[src/rtl/tcw_pkg.sv]
// Shared types and constants for the text console writer.
package tcw_pkg;

  // Port field widths
  localparam int MODE_W       = 2;
  localparam int VALUE_W      = 8;
  localparam int CELL_INDEX_W = 11;
  localparam int LINE_OUT_W   = 5;
  localparam int COL_OUT_W    = 7;
  localparam int CELL_W       = 16;

  // Request modes as they arrive on the input channel
  localparam logic [MODE_W-1:0] MODE_PRINT = 2'd0;
  localparam logic [MODE_W-1:0] MODE_ATTR  = 2'd1;
  localparam logic [MODE_W-1:0] MODE_CLEAR = 2'd2;
  localparam logic [MODE_W-1:0] MODE_READ  = 2'd3;

  // Request kinds after classification
  localparam int KIND_W = 3;
  localparam logic [KIND_W-1:0] KIND_CHAR    = 3'd0;
  localparam logic [KIND_W-1:0] KIND_NEWLINE = 3'd1;
  localparam logic [KIND_W-1:0] KIND_RETURN  = 3'd2;
  localparam logic [KIND_W-1:0] KIND_ATTR    = 3'd3;
  localparam logic [KIND_W-1:0] KIND_CLEAR   = 3'd4;
  localparam logic [KIND_W-1:0] KIND_READ    = 3'd5;

  localparam logic [VALUE_W-1:0] CH_NEWLINE = 8'h0A;
  localparam logic [VALUE_W-1:0] CH_RETURN  = 8'h0D;
  localparam logic [VALUE_W-1:0] CHAR_BLANK = 8'h00;
  localparam logic [VALUE_W-1:0] ATTR_RESET = 8'h0F;

  localparam int QUEUE_DEPTH = 2;

  typedef struct packed {
    logic [KIND_W-1:0]       kind;
    logic [VALUE_W-1:0]      value;
    logic [CELL_INDEX_W-1:0] cell_index;
  } tcw_cmd_t;

endpackage

[src/rtl/tcw_queue.sv]
// Short request queue between the decoder and the engine.
module tcw_queue (
  input  logic              clk,
  input  logic              rst_n,
  input  logic              push,
  input  tcw_pkg::tcw_cmd_t push_cmd,
  output logic              full,
  input  logic              pop,
  output logic              head_valid,
  output tcw_pkg::tcw_cmd_t head_cmd
);
  import tcw_pkg::*;

  localparam int PTR_W = (QUEUE_DEPTH > 1) ? $clog2(QUEUE_DEPTH) : 1;
  localparam int CNT_W = $clog2(QUEUE_DEPTH + 1);

  tcw_cmd_t         entry_r [QUEUE_DEPTH];
  logic [PTR_W-1:0] wr_ptr_r, wr_ptr_nxt;
  logic [PTR_W-1:0] rd_ptr_r, rd_ptr_nxt;
  logic [CNT_W-1:0] count_r, count_nxt;

  function automatic logic [PTR_W-1:0] ptr_inc(input logic [PTR_W-1:0] p);
    ptr_inc = (p == PTR_W'(QUEUE_DEPTH - 1)) ? '0 : p + 1'b1;
  endfunction

  assign full       = (count_r == CNT_W'(QUEUE_DEPTH));
  assign head_valid = (count_r != '0);
  assign head_cmd   = entry_r[rd_ptr_r];

  always_comb begin
    wr_ptr_nxt = push ? ptr_inc(wr_ptr_r) : wr_ptr_r;
    rd_ptr_nxt = pop ? ptr_inc(rd_ptr_r) : rd_ptr_r;
    count_nxt  = count_r;
    if (push && !pop) begin
      count_nxt = count_r + 1'b1;
    end else if (pop && !push) begin
      count_nxt = count_r - 1'b1;
    end
  end

  always_ff @(posedge clk) begin
    if (!rst_n) begin
      wr_ptr_r <= '0;
      rd_ptr_r <= '0;
      count_r  <= '0;
    end else begin
      wr_ptr_r <= wr_ptr_nxt;
      rd_ptr_r <= rd_ptr_nxt;
      count_r  <= count_nxt;
    end
  end

  always_ff @(posedge clk) begin
    if (push) begin
      entry_r[wr_ptr_r] <= push_cmd;
    end
  end

endmodule

[config.mk]
export PLATFORM = sky130hd
export DESIGN_NAME = tcw_queue
export DESIGN_NICKNAME = d
export VERILOG_FILES = /design/src/rtl/tcw_pkg.sv /design/src/rtl/tcw_queue.sv
export SDC_FILE = /design/constraint.sdc
export NUM_CORES = 1
export LEC_CHECK = 0
export BUFFER_PORTS_ARGS = -buffer_cell sky130_fd_sc_hd__buf_2
export CORE_UTILIZATION = 50
export CTS_CLUSTER_DIAMETER = 30
export CTS_CLUSTER_SIZE = 28
export DETAILED_ROUTE_END_ITERATION = 10
export PLACE_DENSITY = 0.77
export SYNTH_ARGS = -nofsm -noshare
export SYNTH_HDL_FRONTEND = slang
export SYNTH_SLANG_ARGS = --single-unit
[constraint.sdc]
create_clock -name clk -period 2.4 [get_ports clk]
set_input_delay 0.36 -clock clk [delete_from_list [all_inputs] [get_ports clk]]
set_output_delay 0.36 -clock clk [all_outputs]
set_load 0.02 [all_outputs]
---- Yosys cells after proc, flatten, opt, wreduce, memory -nomap -nowiden ----
Memories as Yosys holds them, arrays and structs flattened. A register that Yosys moved wholly into a read port is not among the register bits.
Index checks and enable logic that the tools add are counted.
storage, ports and cells
  latch bits .............................. 0
  output and inout bits ................... 24
  input bits .............................. 26
  ROM bits ................................ 0
  bits in writable memories ............... 44
  memories kept ........................... 1
  flip-flop bits (word level) ............. 4
cells by class
  reductions and logical operators ........ 6
  magnitude comparators ................... 0
  eq/ne operators ......................... 1
  shifts and indexed selects .............. 0
  mux-type cells .......................... 8
  div/mod/pow operators ................... 0
  add/subtract/negate cells ............... 4
  multipliers ............................. 0
  bitwise gates (word level) .............. 0
memory list
  memory   words  bits a word  read ports  clocked after Yosys merged registers in  wr ports  line             RTL
  entry_r  2      22           1           1                                        1         tcw_queue.sv:17  tcw_cmd_t entry_r [QUEUE_DEPTH];
operator list
  kind                 number
  $mux 1               6
  $mux 2               2
  $reduce_bool 2->1    2
  $add 1x1->1 const B  2
  $add 2x1->2 const B  1
  $eq 2x2->1 const B   1
  $logic_and 1x1->1    2
  $logic_not 1->1      2
  $sub 2x1->2 const B  1

---- Longest topological paths before layout ----
  depth after elaboration ................. 4
  mapped depth ............................ 5
  depth with buffers taken out ............ 5

---- Worst setup path before layout ----
OpenSTA, ideal clock, no wires.
  path kind ............................... input -> register
  start ................................... input port push
  end ..................................... memory entry_r[0][0] (netlist name), enable pin
  setup time .............................. 0.405 ns
  cell stages on the path ................. 1
  path buffers ............................ 0
  data required time ...................... 1.995 ns
  setup slack ............................. 0.584 ns
  data arrival time ....................... 1.411 ns
  path through ............................ nor2b_1
between the ends
  longest elaborated chain between the ends .. 2
RTL lines
  item                          line             RTL
  start: declaration            tcw_queue.sv:5   input logic push,
  $mux 1                        tcw_queue.sv:54  if (push) begin
  $mux 1 (not written as such)  tcw_queue.sv:55  entry_r[wr_ptr_r] <= push_cmd;
  end: declaration              tcw_queue.sv:17
Every way passes these cells.

==> flow_metrics.tcl <==
set metrics [dict create \
    synthTopCellsByArea "edfxtp_1, mux2_2, dfxtp_1" \
    gp_congestion 0.6080 \
    power_switching_uw 384.2 \
    crit_path_end_kind "output pin" \
    p_per_area_nw_per_um2 767.0 \
    syn_to_final_growth_pct 22.03 \
    clock_skew_ns 0.002427 \
    finalMaxSlewViolations 0 \
    final_nets 174 \
    placed_cells 186 \
    synth_simple_gate_area_share_pct 3.266 \
    tightest_slew_ns 0.2954 \
    p_comb_share_pct 14.0 \
    path_buf_inv 2 \
    yosysUniqueCellTypes 16 \
    yosysMostFrequentCell "edfxtp_1" \
    vias 927 \
    cts_tree "done" \
    max_freq_mhz 534.2 \
    portBuffers 49 \
    clkSinkCount 49 \
    synth.top_cells.by_count "edfxtp_1, mux2_2, dfxtp_1" \
    intPower_mw 1.301 \
    instances_no_fill 194 \
    worstPathRequired_ns 2.04 \
    initial_core_util_pct 53.12 \
    cts-root-buf "clkbuf_4" \
    clk_latency_ns 0.35 \
    antenna_found_initial 0 \
    worstHoldPathType "input port to register" \
    pwr-share-clk_pct 26.9 \
    async_reset_ff_share_pct 0 \
    gr-usage-all-layers_pct 14.84 \
    hold_path_depth 1 \
    synthCells 90 \
    num_antenna_cells 0 \
    worstPathCellList "buf_4, mux2_2, buf_2" \
    crit_slowest_cell "mux2_2" \
    die_area_um2 3845 \
    critPathTopFamily "buffers and inverters" \
    htree_levels 2 \
    synth_nets 117 \
    grt_overflow 0 \
    synth-main-ff-cell "edfxtp_1" \
    synth_top_family_by_area "multiplexers" \
    path_class "register to output pin" \
    synth_area_per_cell_um2 20.01 \
    dpl.hpwl_um 1785 \
    io_pins 50 \
    drtIter0Drc 38 \
    seq_area_frac_synth_pct 78.94 \
    ys_warn_count 0 \
    hold_buffers 0 \
    synth_edf_count 44 \
    switching_share_pct 22.80 \
    synth-seq-cells 49 \
    postCtsSetupBuffers 0 \
    firstDrtPassIters 4 \
    ir_drop_mv 0.4317 \
    yosys.area.top_type "edfxtp_1" \
    ant_nets 0 \
    arrival_ns 1.51 \
    reg2reg_depth 2 \
    numCtsBuffers 5 \
    status "completed" \
    synth_xor_area_share_pct 1.459 \
    clk_pin_slew_worst_paths_ns 0.12 \
    synth_compound_area_share_pct 1.112 \
    grt_max_degree 24 \
    hold_violations 0 \
    grt_first_pass_wirelength_um 3788 \
    wl_um 2560 \
    rsz0062_at_grt "no" \
    synthAdderAreaFrac_pct 0.6949 \
    clockBufferDepth 2 \
    syn_area_um2 1800 \
    grt_pass1_vias 873 \
    netlist.area_leader.share_pct 73.38 \
    drc 0 \
    drive_gt1_share_pct 56.76 \
    final_util_pct 64.82 \
    vias_per_cell 4.778 \
    die_y_um 62.01 \
    synth_mux_area_share_pct 13.76 \
    post_cts_resized 0 \
    critPathLaunchType "register" \
    maxCapViolations 0 \
    worstPathMaxFanout 22 \
    fin_crit_ns 1.872 \
    tns_ns 0 \
    cpPeakStageDelay_ns 0.37 \
    pwr-share-seq_pct 59.1 \
    worst_slew_margin_rel_pct 80.31 \
    period_share_pct 78.00 \
    coreArea_um2 3390 \
    worstSetupPathDepth 3 \
    die_w_um 62.01 \
    wl_per_cell_um 13.20 \
    rows 21 \
    setup-violations-final 0 \
    leakage_nw 0.8464 \
]
## stage by stage
stage	power, mW	setup slack [ns]	area [µm²]	hold slack, ns
2_1_floorplan	1.169	0.5839	1800	0.4589
3_3_place_gp	1.246	0.9450	2118	0.4726
3_5_place_dp	1.256	0.9195	2118	0.5185
4_1_cts	1.705	0.4981	2197	0.1629
5_1_grt	1.759	0.4279	2197	0.1475
6_report	1.685	0.5280	2197	0.1874
## flip-flops by register name, indices dropped and copies added, names as in the netlist, named ones only
signal,flops
count_r,2
entry_r,44
wr_ptr_r,1
rd_ptr_r,1
## kinds of logic (layout without fill, tap and decap cells)
logic type / count (synthesis) / in the layout
and+or+nand+nor: 9 / 9
muxes: 22 / 22
AOI/OAI and AO/OA: 3 / 3
buffers and inverters: 3 / 61
xor gates and xnor gates: 3 / 3
DFF: 49 / 49
adders and majority gates: 1 / 1
## power groups by stage
stage          sequential (mW)  combinational (mW)  clock [mW]
2_1_floorplan             1.01               0.156           0
3_3_place_gp              1.01               0.233           0
3_5_place_dp              1.02               0.240           0
4_1_cts                  0.997               0.241       0.468
5_1_grt                   1.00               0.258       0.500
6_report                 0.996               0.236       0.453
## layout make-up
cell class	instances	area (µm²)
clock buffer	5	37.54
clock inverter	3	41.29
fill	240	1192
inverter	1	3.754
multi-input combinational	38	367.9
sequential	49	1421
tap	46	57.56
timing repair buffer	52	267.8
## worst paths after layout
check                     from        endpoint  slack (ns)
setup / recovery      register    head_cmd[20]        0.53
setup reg to reg      wr_ptr_r  entry_r[1][15]        1.30
hold / removal    push_cmd[13]  entry_r[1][13]        0.19
hold reg to reg     count_r[1]      count_r[1]        0.53
## placed cells by master, fill, tap and decap left out
master       n
dfxtp_1      5
ha_1         1
mux2_2      22
o21ai_0      1
a21boi_1     1
bufinv_16    1
o21a_1       1
buf_2       49
nor2b_2      1
inv_1        1
buf_4        3
edfxtp_1    44
xor2_1       2
clkinv_1     1
clkinvlp_4   1
clkbuf_4     5
or2_2        1
and2b_2      1
or3_1        1
xnor2_1      1
nor2b_1      1
and2_1       4
## routing by layer
layer / GRT usage (%) / part of all wire, %
met2: 26.75 / 54
met3: 5.590 / 5.3
met1: 14.77 / 39
met5: 0 / 0
met4: 7.619 / 1.9
No activity file was read; power rests on OpenSTA's default activity.
