$ cat config.mk
export PLATFORM = sky130hd
export DESIGN_NAME = tcw_front
export DESIGN_NICKNAME = d
export VERILOG_FILES = /design/src/rtl/tcw_pkg.sv /design/src/rtl/tcw_front.sv
export SDC_FILE = /design/constraint.sdc
export NUM_CORES = 1
export LEC_CHECK = 0
export BUFFER_PORTS_ARGS = -buffer_cell sky130_fd_sc_hd__buf_2
export CAP_MARGIN = 30
export CORE_AREA = 2 2 39 41
export DETAILED_ROUTE_END_ITERATION = 8
export DIE_AREA = 0 0 41 43
export GPL_ROUTABILITY_DRIVEN = 0
export PLACE_DENSITY = 0.61
export SYNTH_ARGS = -nofsm -noshare
export SYNTH_HDL_FRONTEND = slang
export SYNTH_SLANG_ARGS = --single-unit
$ cat constraint.sdc
create_clock -name vclk -period 1.7
set_clock_uncertainty 0.15 [all_clocks]
set_input_delay 0.085 -clock vclk [all_inputs]
set_output_delay 0.085 -clock vclk [all_outputs]
set_load 0.02 [all_outputs]
$ cat src/rtl/tcw_pkg.sv
// Shared types and constants for the text console writer.
package tcw_pkg;

  // Port field widths
  localparam int MODE_W       = 2;
  localparam int VALUE_W      = 8;
  localparam int CELL_INDEX_W = 11;
  localparam int LINE_OUT_W   = 5;
  localparam int COL_OUT_W    = 7;
  localparam int CELL_W       = 16;

  // Request modes as they arrive on the input channel
  localparam logic [MODE_W-1:0] MODE_PRINT = 2'd0;
  localparam logic [MODE_W-1:0] MODE_ATTR  = 2'd1;
  localparam logic [MODE_W-1:0] MODE_CLEAR = 2'd2;
  localparam logic [MODE_W-1:0] MODE_READ  = 2'd3;

  // Request kinds after classification
  localparam int KIND_W = 3;
  localparam logic [KIND_W-1:0] KIND_CHAR    = 3'd0;
  localparam logic [KIND_W-1:0] KIND_NEWLINE = 3'd1;
  localparam logic [KIND_W-1:0] KIND_RETURN  = 3'd2;
  localparam logic [KIND_W-1:0] KIND_ATTR    = 3'd3;
  localparam logic [KIND_W-1:0] KIND_CLEAR   = 3'd4;
  localparam logic [KIND_W-1:0] KIND_READ    = 3'd5;

  localparam logic [VALUE_W-1:0] CH_NEWLINE = 8'h0A;
  localparam logic [VALUE_W-1:0] CH_RETURN  = 8'h0D;
  localparam logic [VALUE_W-1:0] CHAR_BLANK = 8'h00;
  localparam logic [VALUE_W-1:0] ATTR_RESET = 8'h0F;

  localparam int QUEUE_DEPTH = 2;

  typedef struct packed {
    logic [KIND_W-1:0]       kind;
    logic [VALUE_W-1:0]      value;
    logic [CELL_INDEX_W-1:0] cell_index;
  } tcw_cmd_t;

endpackage

$ cat src/rtl/tcw_front.sv
// Request decoder: accepts input requests and classifies them for the queue.
module tcw_front (
  input  logic                  in_valid,
  input  logic [1:0]            in_mode,
  input  logic [7:0]            in_value,
  input  logic [10:0]           in_cell_index,
  output logic                  in_stall,
  input  logic                  q_full,
  input  logic                  busy,
  output logic                  push,
  output tcw_pkg::tcw_cmd_t     push_cmd
);
  import tcw_pkg::*;

  logic [KIND_W-1:0] kind;

  always_comb begin
    case (in_mode)
      MODE_PRINT: begin
        if (in_value == CH_NEWLINE) begin
          kind = KIND_NEWLINE;
        end else if (in_value == CH_RETURN) begin
          kind = KIND_RETURN;
        end else begin
          kind = KIND_CHAR;
        end
      end
      MODE_ATTR:  kind = KIND_ATTR;
      MODE_CLEAR: kind = KIND_CLEAR;
      MODE_READ:  kind = KIND_READ;
      default:    kind = KIND_READ;
    endcase
  end

  assign in_stall            = q_full || busy;
  assign push                = in_valid && !in_stall;
  assign push_cmd.kind       = kind;
  assign push_cmd.value      = in_value;
  assign push_cmd.cell_index = in_cell_index;

endmodule

# Yosys cells after proc, flatten, opt, wreduce, memory -nomap -nowiden
# Index checks and enable logic that the tools add are counted.
[totals] ff_bits=0 in_bits=24 output_inout_bits=24 wordCells=12
[classes] eq_ne=5 muxes=3 n_reduce_logical=4
[ops] op="8-bit by 4-bit equality test with 1-bit output (second input constant)" n=2
[ops] op="3-bit case mux with 4 select lines" n=1
[ops] op="2-bit equality test (second input constant)" n=2
[ops] op="2-bit 2-to-1 mux" n=2
[ops] op="2-bit by 1-bit equality test with 1-bit output (second input constant)" n=1
[ops] op="2-bit logical NOT" n=1
[ops] op="1-bit logical AND" n=1
[ops] op="1-bit logical NOT" n=1
[ops] op="1-bit logical OR" n=1

# Longest topological paths before layout
# Gate-level depths: netlist of run 1.
[logic_depth] word_depth=4 depth_mapped=2

# Worst setup path after synthesis of run 1
# Ideal clock, no wire load.
[synth_timing] path_kind="input -> output" start="input port busy" end="output port push" arrival_time_ps=745 required_time_ps=1465 setup_slack_ps=720 stages=2 cell_sequence="or2_2 -> nor2_1"
[synth_via] elab_chain_len=3
[synth_rtl] element="start: declaration" line="tcw_front.sv:9" text="input logic busy,"
[synth_rtl] element="1-bit logical OR" line="tcw_front.sv:35" text="assign in_stall = q_full || busy;"
[synth_rtl] element="1-bit logical NOT" line="tcw_front.sv:36" text="assign push = in_valid && !in_stall;"
[synth_rtl] element="1-bit logical AND" line="tcw_front.sv:36"
[synth_rtl] element="end: declaration" line="tcw_front.sv:10" text="output logic push,"
# Every way passes these cells.

==> run metrics, run 1 <==
status completed; drt pass-1 iters 2; sum of negative setup slack 0 ns; met3 usage 0.01571; cells resized by post-CTS repair 0; hold-fix buffers at CTS 0; Period minus WS final 1.100 ns; Cell Pwr Density 286.0 mW/mm²; count of flip-flops and latches 0; critical path, cell by cell buf_2 -> nor4b_2 -> a41o_1 -> buf_2; setup repair after global routing missed its margin false; pin count of the biggest net entering global routing 4; # rows 14; Setup WS pre-CTS 0.5784 ns; Nets 62; vias per inst 3.558; Synth area leader buf_4; final hold viol count 0; register share of total power 0; CP peak stage delay 0.31 ns; Sw Ratio 0.5754; HP Class primary input to output pin; startpoint types primary input; Crit path max-delay family simple AND/OR/NAND/NOR gates; I/O pins 48; port bufs 26; number of distinct library cells after synthesis 10; met1 Usage GRT 0.02848; Clock power frac 0; Int Pwr between 0.02 and 0.03 mW; Commonest cells post-synth 19 x buf_4, 3 x nor2_1; achievable frequency 908.8 MHz; post-synth top area share 0.6552; first-pass GRT wire length ~550 µm; max-cap violations 0; Slowest cell on crit path nor4b_2; drt drc 0; Syn Inst Count 30; die width 41 µm; synth top area cells buf_4 66%, nor4b_2 6.9%, nor2_1 5.2%, a41o_1 4.6%, nor4bb_1 4.6%; area delta synth->final 1.724%; fin util 0.1600; Final period util 0.6473; Register Area 0 µm²; yosys warns 0; CLK BUF 0; Max Transition Viols Final 0; hpwl dp 398.9 µm; Worst-Margin Slew 0.2559 ns; share of cells above drive strength 1 0.7778; Worst IR Drop VDD 0.03131 mV; Final WS setup 0.5996 ns; Iter 0 DRT Violations 1; Data required, critical path ~1.5 ns; gr usage total 0.03996; initial antenna violation count 0; core area 0.001384 mm²; grt total ovfl 0; met2 Use GR 0.08438; Final ANT Viol Nets 0; Vias ~190; final wirelength 418 µm; Crit path top cell by count buf_2; Critical Path Sink Type output pin; Comb pwr share 1.000; most frequent cell after synthesis buf_4; WP data arrival 0.87 ns; WP buf/inv 2; WS Path Type primary input to output pin; # Post-CTS Setup Buffers 0; register area share after synthesis 0; GR peak layer met2; Final Setup Violations 0; area of the die 0.001763 mm²; vias in the first global route roughly 150; post-synthesis net count 54; diode count 0; initial core utilization 0.1573; mean area per synthesized cell ~7.3 µm²; Lkg Pwr 0.1344 nW; relative slew slack 0.8289; cell area after synthesis 217.7 µm²; Avg WL per Cell 8.038 µm; critical-path maximum fanout 2; NetSw ~0.036 mW; Die H 43 µm
==> layer usage <==
layer | part of all wire | vias to the layer above
met1 | 0.30 | 73
met4 | 0 | 0
met2 | 0.46 | 22
li1 | - | 90
met5 | 0 | -
met3 | 0.24 | 0
==> cell type report <==
| type | instances | area (µm²) |
|---|---|---|
| repair buffers | 26 | 130.1 |
| fillers | 166 | 1162 |
| multi-input cells | 9 | 67.56 |
| well taps | 16 | 20.02 |
| inverters | 1 | 3.754 |
==> cell families after synthesis <==
kind of cell,share of synthesized area
AO/OA/AOI/OAI,0.08622
buffers and inverters,0.6896
AND/OR/NAND/NOR,0.2242
==> placed cells by master, fill, tap and decap left out <==
cell type,Yosys,final
a31o_1,1,1
a41o_1,1,1
buf_2,0,26
inv_1,1,1
nor2_1,3,3
nor2b_1,1,1
nor4b_2,1,1
nor4bb_1,1,1
or2_2,1,1
==> final timing paths <==
kind                  depth (start not counted)  slack, ns      endpoint             start
worst max-delay path                          4       0.60  push_cmd[19]       in_value[7]
worst min-delay path                          0       0.02   push_cmd[7]  in_cell_index[7]
==> through the flow <==
step / instance area, µm² / instances / hold WS, ns / total power [mW]
floorplan: 217.7 / 30 / 0.1326 / 0.08293
global placement: 221.5 / 52 / 0.02014 / 0.06356
detailed placement: 221.5 / 52 / 0.02014 / 0.06427
CTS: 221.5 / 52 / 0.02014 / 0.06438
global route: 221.5 / 52 / 0.02003 / 0.06914
finish: 221.5 / 52 / 0.02001 / 0.06333
==> power groups by stage <==
| stage | clock network [mW] | registers (mW) | logic, mW |
|---|---|---|---|
| floorplan | 0 | 0 | 0.0829 |
| global placement | 0 | 0 | 0.0636 |
| detailed placement | 0 | 0 | 0.0643 |
| CTS | 0 | 0 | 0.0644 |
| global route | 0 | 0 | 0.0691 |
| finish | 0 | 0 | 0.0633 |
No activity file was read; power rests on OpenSTA's default activity.
==> run 2: changes to the inputs <==
--- a/config.mk
+++ b/config.mk
@@ -11,7 +11,7 @@
 export DETAILED_ROUTE_END_ITERATION = 8
 export DIE_AREA = 0 0 41 43
 export GPL_ROUTABILITY_DRIVEN = 0
-export PLACE_DENSITY = 0.61
+export PLACE_DENSITY = 0.63
 export SYNTH_ARGS = -nofsm -noshare
 export SYNTH_HDL_FRONTEND = slang
 export SYNTH_SLANG_ARGS = --single-unit
==> constraint.sdc (replaced) <==
create_clock -name vclk -period 1
set_clock_uncertainty 0.15 [all_clocks]
set_input_delay 0.05 -clock vclk [all_inputs]
set_output_delay 0.05 -clock vclk [all_outputs]
set_load 0.02 [all_outputs]
==> run metrics, run 2 (synthesis results as in run 1) <==
status completed; initial core utilization 0.1573; Critical Path Sink Type output pin; drt pass-1 iters 4; relative slew slack 0.8439; pin count of the biggest net entering global routing 4; count of flip-flops and latches 0; final hold viol count 0; final wirelength 500 µm; startpoint types primary input; critical path, cell by cell buf_6 -> nor4b_4 -> a41o_1 -> buf_6; final total power 0.1889 mW; gr usage total 0.03297; Placed Instances 53; first-pass GRT wire length 448 µm; Final ANT Viol Nets 0; WS Path Type primary input to output pin; Cell Pwr Density 515.3 mW/mm²; WP data arrival 0.76 ns; share of cells above drive strength 1 0.6042; Lkg Pwr 0.1968 nW; GR peak layer met2; most frequent cells in the layout 23 x buf_2, 11 x dlygate4sd3_1, 3 x nor2_1, 3 x buf_6; met1 Usage GRT 0.01582; vias in the first global route 152; Avg WL per Cell 7.813 µm; met2 Use GR 0.08750; area of the die between 0.0015 and 0.002 mm²; area delta synth->final 68.39%; setup repair after global routing missed its margin false; critical-path maximum fanout 2; worst min-delay path startpoint in_value[6]; core area 0.001384 mm²; Die H 43 µm; diode count 0; drt drc 0; Data required, critical path 0.80 ns; Hold Path End push_cmd[17]; Worst IR Drop VDD 0.1051 mV; Hold Path Cell Cnt 2; Nets 74; HP Class primary input to output pin; Register Area 0 µm²; fill cell count approximately 150; Vias 239; Max Transition Viols Final 0; Worst-Margin Slew 0.2310 ns; Crit path top cell by count buf_6; area of the multi-input gates 76.32 µm²; Iter 0 DRT Violations 1; Final Setup Violations 0; I/O pins 48; Slowest cell on crit path nor4b_4; initial antenna violation count 0; port bufs 26; CLK BUF 0; vias per inst approximately 3.7; max-cap violations 0; CP peak stage delay 0.28 ns; most common cell after layout, fill and taps aside buf_2; Non-Filler Instances 64; hpwl dp 369.4 µm; # rows 14; grt total ovfl 0; met3 usage 0; Final period util 0.9615; Period minus WS final around 0.96 ns; achievable frequency 1040 MHz; die width slightly above 40 µm
==> run 2: changes by cell type in the layout (fill, tap and decap cells not counted) <==
cell | previous run | this run
buf_2 | 26 | 23
buf_4 | 0 | 1
buf_6 | 0 | 3
dlygate4sd3_1 | 0 | 11
nor4b_2 | 1 | 0
nor4b_4 | 0 | 1
==> run 2: layout make-up <==
type                       count  area share
multi-input combinational      9      0.2082
timing repair buffer          38      0.7270
tap                           16     0.05461
inverter                       1     0.01024
==> run 2: worst max-delay path by stage <==
stage,cells past startpoint,to,from,slack [ns]
3_3_place_gp,4,push_cmd[19],in_value[7],-0.04
3_5_place_dp,4,push_cmd[19],in_value[7],-0.05
6_report,4,push_cmd[19],in_mode[1],0.04
5_1_grt,4,push_cmd[19],in_mode[1],0.005
4_1_cts,4,push_cmd[20],in_value[7],0.004
2_1_floorplan,2,push,busy,0.09
==> run 2: critical path: cells and delay by family <==
kind,cells,cell delay (ns)
buffers and inverters,2,0.22
AND/OR/NAND/NOR,1,0.28
AO/OA/AOI/OAI,1,0.22
==> run 2: power breakdown <==
group          switching [mW]  total, mW  leakage [nW]  internal [mW]
Clock                       0          0             0              0
Combinational           0.102      0.189         0.197         0.0868
Sequential                  0          0             0              0
Total                   0.102      0.189         0.197         0.0868
==> run 2: repair_timing <==
item | CTS | global route
gates cloned | 0 | 0
hold endpoints to repair | 11 | 0
pin swaps | 1 | 2
resized for setup | 2 | 5
hold buffers | 11 | 0
buffers inserted | 0 | 0
setup endpoints to repair | 2 | 2
==> run 2: stage by stage <==
stage                     setup TNS (ns)  instance area, µm²  setup slack (ns)  hold slack [ns]    util
after floorplan                        0               217.7           0.09047          0.06259       -
after global placement          -0.05518               229.0          -0.04073         -0.04986  0.1655
after detailed placement        -0.06973               229.0          -0.04637         -0.04986  0.1655
after CTS                              0               350.3          0.004188           0.1846  0.2532
after global routing                   0               366.6          0.004530           0.1938  0.2649
final                                  0               366.6           0.03850           0.1782  0.2649
==> run 2: routing by layer <==
metal / routed length, µm / vias up / part of all wire
li1: - / 115 / -
met1: 133 / 96 / 0.27
met2: 254 / 28 / 0.51
met3: 112 / 0 / 0.22
met4: 0 / 0 / 0
met5: 0 / - / 0
==> run 3: changes to the inputs <==
--- a/config.mk
+++ b/config.mk
@@ -5,13 +5,14 @@
 export SDC_FILE = /design/constraint.sdc
 export NUM_CORES = 1
 export LEC_CHECK = 0
+export ABC_AREA = 1
 export BUFFER_PORTS_ARGS = -buffer_cell sky130_fd_sc_hd__buf_2
 export CAP_MARGIN = 30
-export CORE_AREA = 2 2 39 41
+export CORE_AREA = 5 5 42 44
 export DETAILED_ROUTE_END_ITERATION = 8
-export DIE_AREA = 0 0 41 43
+export DIE_AREA = 0 0 47 49
 export GPL_ROUTABILITY_DRIVEN = 0
-export PLACE_DENSITY = 0.63
+export PLACE_DENSITY = 0.67
 export SYNTH_ARGS = -nofsm -noshare
 export SYNTH_HDL_FRONTEND = slang
 export SYNTH_SLANG_ARGS = --single-unit
==> run metrics, run 3 <==
vias in the first global route 224; startpoint types primary input; Die H 49 µm; max-cap violations 0; vias per inst 3.688; Crit path max-delay family buffers and inverters; core area 0.001401 mm²; Max Transition Viols Final 0; hpwl dp 508.8 µm; register share of total power 0; area of the die ~0.0023 mm²; I/O pins 48; Sw Ratio 0.5811; synth top area cells buf_4 53%, inv_1 11%, nand2_1 9.8%, nor2_1 8.4%, nor2_2 4.7%; Commonest cells post-synth 19 x buf_4, 8 x inv_1, 7 x nand2_1; most frequent cell after synthesis buf_4; Post-DP Area 271.5 µm²; setup repair after global routing missed its margin false; yosys warns 0; NetSw ~0.11 mW; Setup WS pre-CTS 0.1457 ns; number of distinct library cells after synthesis 9; Int Pwr between 0.07 and 0.08 mW; Period minus WS final 0.9023 ns; worst hold slack ~0.18 ns; final total power 0.1892 mW; post-route design area 381.6 µm²; Final Setup Violations 0; Avg WL per Cell 8.338 µm; initial antenna violation count 0; Crit path depth 1; mean area per synthesized cell between 5 and 6 µm²; Synth area leader buf_4; CP peak stage delay 0.65 ns; diode count 0; # Post-CTS Setup Buffers 0; Comb pwr share 1.000; Cell Pwr Density 495.7 mW/mm²; Non-Filler Instances 80; Nets 90; register area share after synthesis 0; most frequent cells in the layout 26 x buf_2, 11 x dlygate4sd3_1, 8 x inv_1, 7 x nand2_1, 6 x nor2_1; Worst IR Drop VDD 0.1178 mV; grt total ovfl 0; post-synth top area share 0.5327; Register Area 0 µm²; WP data arrival 0.70 ns; cells resized by post-CTS repair 0; final wirelength about 670 µm; drt drc 0; cell area after synthesis 267.8 µm²; port bufs 26; share of cells above drive strength 1 0.4688; # rows 14; fin util 0.2723; Placed Instances 69; Clock power frac 0; first-pass GRT wire length 814 µm; Final period util 0.9023; final hold viol count 0; Final WS setup 0.09767 ns; Critical Path Sink Type output pin; Final ANT Viol Nets 0; achievable frequency 1108 MHz; relative slew slack 0.8527; Data required, critical path ~0.80 ns; hold-fix buffers at CTS 11; initial core utilization 0.1911; HP Class primary input to output pin; WP buf/inv 1; pin count of the biggest net entering global routing 4; critical path, cell by cell dlygate4sd3_1; CLK BUF 0; status completed; WS Path Type primary input to output pin; Syn Inst Count between 40 and 50; die width 47 µm; area delta synth->final 42.52%; Slowest cell on crit path dlygate4sd3_1; Lkg Pwr 0.2320 nW; Vias 295; crit path from in_cell_index[6]; post-synthesis net count a little over 70; count of flip-flops and latches 0; sum of negative setup slack 0 ns; Critical Path End push_cmd[6]; drt pass-1 iters 2; Worst-Margin Slew between 0.2 and 0.25 ns; most common cell after layout, fill and taps aside buf_2; critical-path maximum fanout 1; Iter 0 DRT Violations 2; gr usage total 0.04351
==> run 3: changes by cell type in the layout (fill, tap and decap cells not counted), sizes merged <==
cell / change
a31o: -1
a41o: -1
buf: -1
inv: +7
nand2: +7
nand3: +2
nor2: +5
nor2b: -1
nor4b: -1
nor4bb: -1
o21bai: +1
==> run 3: power groups by stage <==
stage,clock network [mW],registers [mW],logic (mW)
final,0,0,0.189
after global routing,0,0,0.205
after CTS,0,0,0.193
after detailed placement,0,0,0.124
after global placement,0,0,0.123
after floorplan,0,0,0.153
==> run 3: logic make-up (layout without fill, tap and decap cells) <==
group | Yosys count | after routing | share of synthesized area
buffers and inverters | 28 | 45 | 0.6589
AOI/OAI and AO/OA | 1 | 1 | 0.04205
and+or+nand+nor | 18 | 18 | 0.2991
==> run 3: layout make-up <==
type | count | area, µm²
fill | 167 | 1020
timing repair buffer | 37 | 240.2
multi-input combinational | 19 | 91.34
inverter | 8 | 30.03
tap | 16 | 20.02
==> run 3: how the worst min path moves through the flow <==
stage,start,endpoint,slack [ns],cells past startpoint
floorplan,in_valid,push,0.06,2
global placement,in_cell_index[10],push_cmd[10],-0.05,0
detailed placement,in_cell_index[10],push_cmd[10],-0.05,0
CTS,in_value[1],push_cmd[12],0.19,2
global route,in_value[1],push_cmd[12],0.19,2
finish,in_value[1],push_cmd[12],0.18,2
==> run 3: per-layer routing <==
metal | share of wire | GRT usage | up-vias
met1 | 0.33 | 0.05870 | 117
li1 | - | - | 150
met4 | 0 | 0 | 0
met2 | 0.48 | 0.07466 | 28
met3 | 0.19 | 0.007380 | 0
met5 | 0 | 0 | -
